## config.mk

```make
export PLATFORM = sky130hd
export DESIGN_NAME = lpm_front_flat
export DESIGN_NICKNAME = d
export VERILOG_FILES = /design/src/assert_macros.svh /design/src/lpm_pkg.sv /design/src/lpm_if.sv /design/src/lpm_front.sv /design/src/flat_wrapper.sv
export SDC_FILE = /design/constraint.sdc
export NUM_CORES = 1
export LEC_CHECK = 0
export ABC_AREA = 0
export BUFFER_PORTS_ARGS = -buffer_cell sky130_fd_sc_hd__buf_2
export CORE_MARGIN = 3
export CORE_UTILIZATION = 35
export DETAILED_ROUTE_END_ITERATION = 10
export GPL_TIMING_DRIVEN = 0
export HOLD_SLACK_MARGIN = 0.03
export PLACE_DENSITY = 0.7
export SYNTH_ARGS = -nofsm -noshare
export SYNTH_HDL_FRONTEND = slang
export SYNTH_SLANG_ARGS = --single-unit
```

## constraint.sdc

```tcl
create_clock -name clk -period 12 [get_ports clk]
set_input_delay 1.2 -clock clk [delete_from_list [all_inputs] [get_ports clk]]
set_output_delay 1.2 -clock clk [all_outputs]
set_load 0.05 [all_outputs]
```

## src/assert_macros.svh

```systemverilog
// Assertion helper macros
`ifndef ASSERT_MACROS_SVH
`define ASSERT_MACROS_SVH
`define ASSERT_IMPLIES(lbl, a, b) \
    lbl: assert property (@(posedge clk) disable iff (!rst_n) (a) |-> (b)) \
        else $error("assertion failed");
`define ASSERT_NEXT(lbl, a, b) \
    lbl: assert property (@(posedge clk) disable iff (!rst_n) (a) |=> (b)) \
        else $error("assertion failed");
`endif

```

## src/lpm_pkg.sv

```systemverilog
// ----------------------------------------------------------------------------
// lpm_pkg
// Shared types and constants of the longest prefix match table.
// ----------------------------------------------------------------------------
package lpm_pkg;
    localparam int ROUTES_DEF = 1024;
    localparam int PORTS_DEF  = 16;
    localparam logic OP_INSERT = 1'b0;
    localparam logic OP_LOOKUP = 1'b1;
    localparam logic [31:0] TOP_BIT = 32'h8000_0000;

    // classified command handed from front to back
    typedef struct packed {
        logic        op;
        logic        drop;      // port out of range
        logic [5:0]  len;
        logic [31:0] pfx;       // masked prefix or lookup address
        logic [31:0] nh;
        logic [3:0]  port;
    } cmd_t;

    typedef struct packed {
        logic        hit;
        logic [31:0] next_hop_out;
        logic [3:0]  port_out;
        logic        table_full;
    } res_t;

    function automatic logic [31:0] len_mask(input logic [5:0] len);
        logic [31:0] m;
        m = '0;
        for (int b = 0; b < 32; b++)
        begin
            if (32 - b <= int'(len))
                m[b] = 1'b1;
        end
        return m;
    endfunction

    // count the leading ones above the highest zero bit; all ones gives 32
    function automatic logic [5:0] lead_ones(input logic [31:0] m);
        logic [5:0] n;
        n = 6'd32;
        for (int b = 0; b < 32; b++)
        begin
            if (!m[b])
                n = 6'(31 - b);
        end
        return n;
    endfunction
endpackage

```

## src/lpm_if.sv

```systemverilog
// ----------------------------------------------------------------------------
// lpm_in_if / lpm_out_if
// Valid/ready channels of the table.
// ----------------------------------------------------------------------------
interface lpm_in_if;
    logic        valid;
    logic        ready;
    logic        op;
    logic [31:0] route_prefix;
    logic [31:0] route_mask;
    logic [31:0] next_hop_in;
    logic [3:0]  port_in;
    logic [31:0] lookup_addr;
    modport source (output valid, op, route_prefix, route_mask, next_hop_in, port_in,
                    lookup_addr, input ready);
    modport sink (input valid, op, route_prefix, route_mask, next_hop_in, port_in,
                  lookup_addr, output ready);
endinterface


```

## src/lpm_front.sv

```systemverilog
// ----------------------------------------------------------------------------
// lpm_front
// Accepts transactions, derives prefix length and masked prefix, and queues
// the classified command (2-entry FIFO).
// ----------------------------------------------------------------------------
module lpm_front #(
    parameter int PORTS = lpm_pkg::PORTS_DEF
) (
    input  logic           clk,
    input  logic           rst_n,
    lpm_in_if.sink         in,
    output logic           cmd_valid,
    input  logic           cmd_ready,
    output lpm_pkg::cmd_t  cmd
);
    lpm_pkg::cmd_t fifo_reg [2];
    logic          wp_reg, rp_reg;
    logic [1:0]    cnt_reg;
    lpm_pkg::cmd_t c;
    logic          push, pop;

    always_comb
    begin
        c.op   = in.op;
        c.len  = lpm_pkg::lead_ones(in.route_mask);
        c.pfx  = (in.op == lpm_pkg::OP_LOOKUP) ? in.lookup_addr
                 : (in.route_prefix & lpm_pkg::len_mask(c.len));
        c.nh   = in.next_hop_in;
        c.port = in.port_in;
        c.drop = ({24'd0, in.port_in} >= 28'(PORTS));
    end

    assign in.ready  = (cnt_reg != 2'd2);
    assign push      = in.valid && in.ready;
    assign cmd_valid = (cnt_reg != 2'd0);
    assign pop       = cmd_valid && cmd_ready;
    assign cmd       = fifo_reg[rp_reg];

    always_ff @(posedge clk)
    begin
        if (push)
            fifo_reg[wp_reg] <= c;
    end

    always_ff @(posedge clk or negedge rst_n)
    begin
        if (!rst_n)
        begin
            wp_reg <= 1'b0;
            rp_reg <= 1'b0;
            cnt_reg <= 2'd0;
        end
        else
        begin
            if (push)
                wp_reg <= ~wp_reg;
            if (pop)
                rp_reg <= ~rp_reg;
            cnt_reg <= cnt_reg + {1'b0, push} - {1'b0, pop};
        end
    end
endmodule

```

## src/flat_wrapper.sv

```systemverilog
// flat-port wrapper written by rule: the top's interface ports become plain ports
module lpm_front_flat 
#(
    parameter int PORTS = lpm_pkg::PORTS_DEF
)
  (clk, rst_n, cmd_valid, cmd_ready, cmd, in_valid, in_op, in_route_prefix, in_route_mask, in_next_hop_in, in_port_in, in_lookup_addr, in_ready);
  lpm_in_if in_i ();
  input  logic clk;
  input  logic rst_n;
  output logic cmd_valid;
  input  logic cmd_ready;
  output lpm_pkg::cmd_t cmd;
  input wire logic [$bits(in_i.valid)-1:0] in_valid;
  input wire logic [$bits(in_i.op)-1:0] in_op;
  input wire logic [$bits(in_i.route_prefix)-1:0] in_route_prefix;
  input wire logic [$bits(in_i.route_mask)-1:0] in_route_mask;
  input wire logic [$bits(in_i.next_hop_in)-1:0] in_next_hop_in;
  input wire logic [$bits(in_i.port_in)-1:0] in_port_in;
  input wire logic [$bits(in_i.lookup_addr)-1:0] in_lookup_addr;
  output wire logic [$bits(in_i.ready)-1:0] in_ready;
  assign in_i.valid = in_valid;
  assign in_i.op = in_op;
  assign in_i.route_prefix = in_route_prefix;
  assign in_i.route_mask = in_route_mask;
  assign in_i.next_hop_in = in_next_hop_in;
  assign in_i.port_in = in_port_in;
  assign in_i.lookup_addr = in_lookup_addr;
  assign in_ready = in_i.ready;
  lpm_front #(.PORTS(PORTS)) u_core (.clk(clk), .rst_n(rst_n), .in(in_i), .cmd_valid(cmd_valid), .cmd_ready(cmd_ready), .cmd(cmd));
endmodule
```

==> impl_metrics.tcl <==
set metrics [dict create \
    async_flop_share 0.0260 \
    antenna_left 0 \
    grt-busiest-layer "met2" \
    drtIter0Drc 221 \
    hold_ws_ns 0.498 \
    fillers 1649 \
    netlist_top_cells_area "edfxtp_1 (67%), mux2_2 (13%), nand2_1 (2.0%)" \
    synth_cells 440 \
    areaGrowthSynthToFinish_pct 31.0 \
    grt_pass1_wl_mm 25.7 \
    min_path_type "flip-flop to flip-flop" \
    antenna_found_initial 0 \
    cp_data_required_time_ns 10.80 \
    max_slew_margin 0.425 \
    power_density_mw_per_mm2 260 \
    wl_per_cell_um 19.0 \
    clkTransAtPathRegs_ns 0.06 \
    vias 4710 \
    drcViolationCount 0 \
    cts_buffers 17 \
    routabilityCongestion 0.903 \
    synth_cell_types 58 \
    io_buffers 213 \
    dp_hpwl_mm 13.1 \
    numClockSinks 154 \
    ys_seq_area_frac 0.687 \
    clockBufferDepth 2 \
    outcome "finished clean" \
    fin_nets 814 \
    antenna_cells 0 \
    largest_reg_flops 150 \
    synth_largest_area_cell "edfxtp_1" \
    rsz0062_at_grt "no" \
    seq_area_mm2 0.00460 \
    setup_viol 0 \
    row_count 49 \
    grt-ovfl-total 0 \
    cts_setup_buffers 0 \
    cts_hold_buffers 0 \
    syn-num-nets 579 \
    path_class "flip-flop to primary output" \
    tightest_slew_ns 0.857 \
    setup_tns_ns 0 \
    synth_edf_count 150 \
    start_util 0.364 \
    wirelength_mm 17.4 \
    period_share 0.313 \
    grtUsageMet2 0.280 \
    firstDrtPassIters 6 \
    final.setup_skew_ns 0.00674 \
    synth_flop_cell "edfxtp_1" \
    synth_top_area_frac 0.673 \
    critPathMaxFanout 10 \
    cp-end-kind "primary output" \
    critPathLaunchType "flip-flop" \
    multiInputGateArea_mm2 0.00199 \
    core_region_area_mm2 0.0184 \
    met1_usage 0.194 \
    cts_root_buf "clkbuf_16" \
    fmax_ghz 0.267 \
    io_pins 215 \
    first_global_vias 4745 \
    grt_max_degree 43 \
    ys_ff_latch 154 \
    yosysWarnings 0 \
    ctsHtreeMaxLevel 4 \
    clk_latency_ns 0.41 \
    p_leak_nw 3.41 \
    die_x_um 144 \
    hold_viol 0 \
    syn_area_mm2 0.00670 \
    die_h_um 144 \
    ir_worst_vdd_mv 0.0918 \
    avgSynthCellArea_um2 15.2 \
    cts_resized 0 \
    arrival_ns 2.55 \
    final_layout_size_suffix_gt1_frac 0.485 \
    grt.total_usage 0.167 \
    dieArea_mm2 0.0208 \
    viasPerCell 5.14 \
    met3_usage 0.0615 \
    drv_cap 0 \
    cts_tree "done" \
    min_period_ns 3.75 \
    drv_slew 0 \
]
[synth_stat cells, drive strengths merged, types with 2 or more instances]
library cell  number
clkbuf            11
mux2i              2
o21ai             16
a21boi             4
ha                 2
nor2              12
nand2             36
nand3              4
nor3               4
and4               2
xnor2              3
a31oi              2
buf                7
nand4             13
o221ai             3
dfrtp              4
a21oi             10
and3               8
mux2              75
nor3b              2
inv               12
nand2b             3
a31o               2
a32oi              2
and2               8
edfxtp           150
nor2b              4
a32o               9
or3                3
a22o               7
a41oi              2
[stage by stage]
stage               utilization  cell area [µm²]  std cells  power, mW  worst slack, ns
global route              0.477             8770        916       2.39             7.98
detailed placement        0.442             8130        885       1.73             8.53
floorplan                     -             6700        440       1.49             7.05
finish                    0.477             8770        916       2.28             8.25
CTS                       0.477             8770        916       2.32             8.09
global placement          0.438             8050        882       1.73             4.96
[where the power goes]
part | switching, mW | internal, mW
combinational | 0.681 | 0.258
sequential | 0.0272 | 0.739
clock | 0.209 | 0.370
[kinds of logic (layout without fill, tap and decap cells)]
| family | count (synthesis) | count (layout) | share of synthesized area |
|---|---|---|---|
| mux | 77 | 77 | 0.129 |
| other cells | 1 | 1 | 0.000560 |
| compound gates | 67 | 67 | 0.0738 |
| fa+ha+maj | 2 | 2 | 0.00374 |
| xor+xnor | 4 | 4 | 0.00523 |
| flops | 154 | 154 | 0.687 |
| simple gates | 105 | 105 | 0.0824 |
| buf+inv | 30 | 277 | 0.0177 |
[routing by layer]
metal | up-vias | wire [µm]
li1 | 2207 | -
met1 | 2267 | 6990
met2 | 212 | 8590
met3 | 24 | 1420
met4 | 0 | 374
met5 | - | 0
[area by class of cell]
cell class	count	area share
flip-flops and latches	154	0.525
multi-input cells	256	0.226
repair buffers	216	0.129
clock buffers	17	0.0485
well taps	229	0.0327
clock inverters	14	0.0250
plain buffers	18	0.00841
inverters	12	0.00513
[final timing paths]
check / start / depth (start not counted) / endpoint / slack [ns]
min in group asynchronous: rst_n / 1 / u_core.cnt_reg[1]$_DFF_PN0_ / 0.58
max in group asynchronous: rst_n / 1 / u_core.cnt_reg[0]$_DFF_PN0_ / 11.30
max reg2reg: u_core.cnt_reg[1]$_DFF_PN0_ / 4 / u_core.fifo_reg[0][45]$_DFFE_PP_ / 10.07
min: u_core.cnt_reg[1]$_DFF_PN0_ / 1 / u_core.cnt_reg[1]$_DFF_PN0_ / 0.50
max: u_core.rp_reg$_DFFE_PN0P_ / 4 / cmd[61] / 8.25
min reg2reg: u_core.cnt_reg[1]$_DFF_PN0_ / 1 / u_core.cnt_reg[1]$_DFF_PN0_ / 0.50
[critical path: stages (launching register included)]
cell and delay [ns]:
dfrtp_1 0.40, clkbuf_1 0.56, clkbuf_1 0.54, mux2_2 0.42, buf_2 0.21
[placed cells by master, fill, tap and decap left out, drive strengths merged, types with 5 or more instances in the layout]
cell type / instances
a21oi: 10
a22o: 7
a32o: 9
and2: 8
and3: 8
buf: 223
bufinv: 5
clkbuf: 28
edfxtp: 150
inv: 16
mux2: 75
nand2: 36
nand4: 13
nor2: 12
o21ai: 16
No activity file was read; power rests on OpenSTA's default activity.
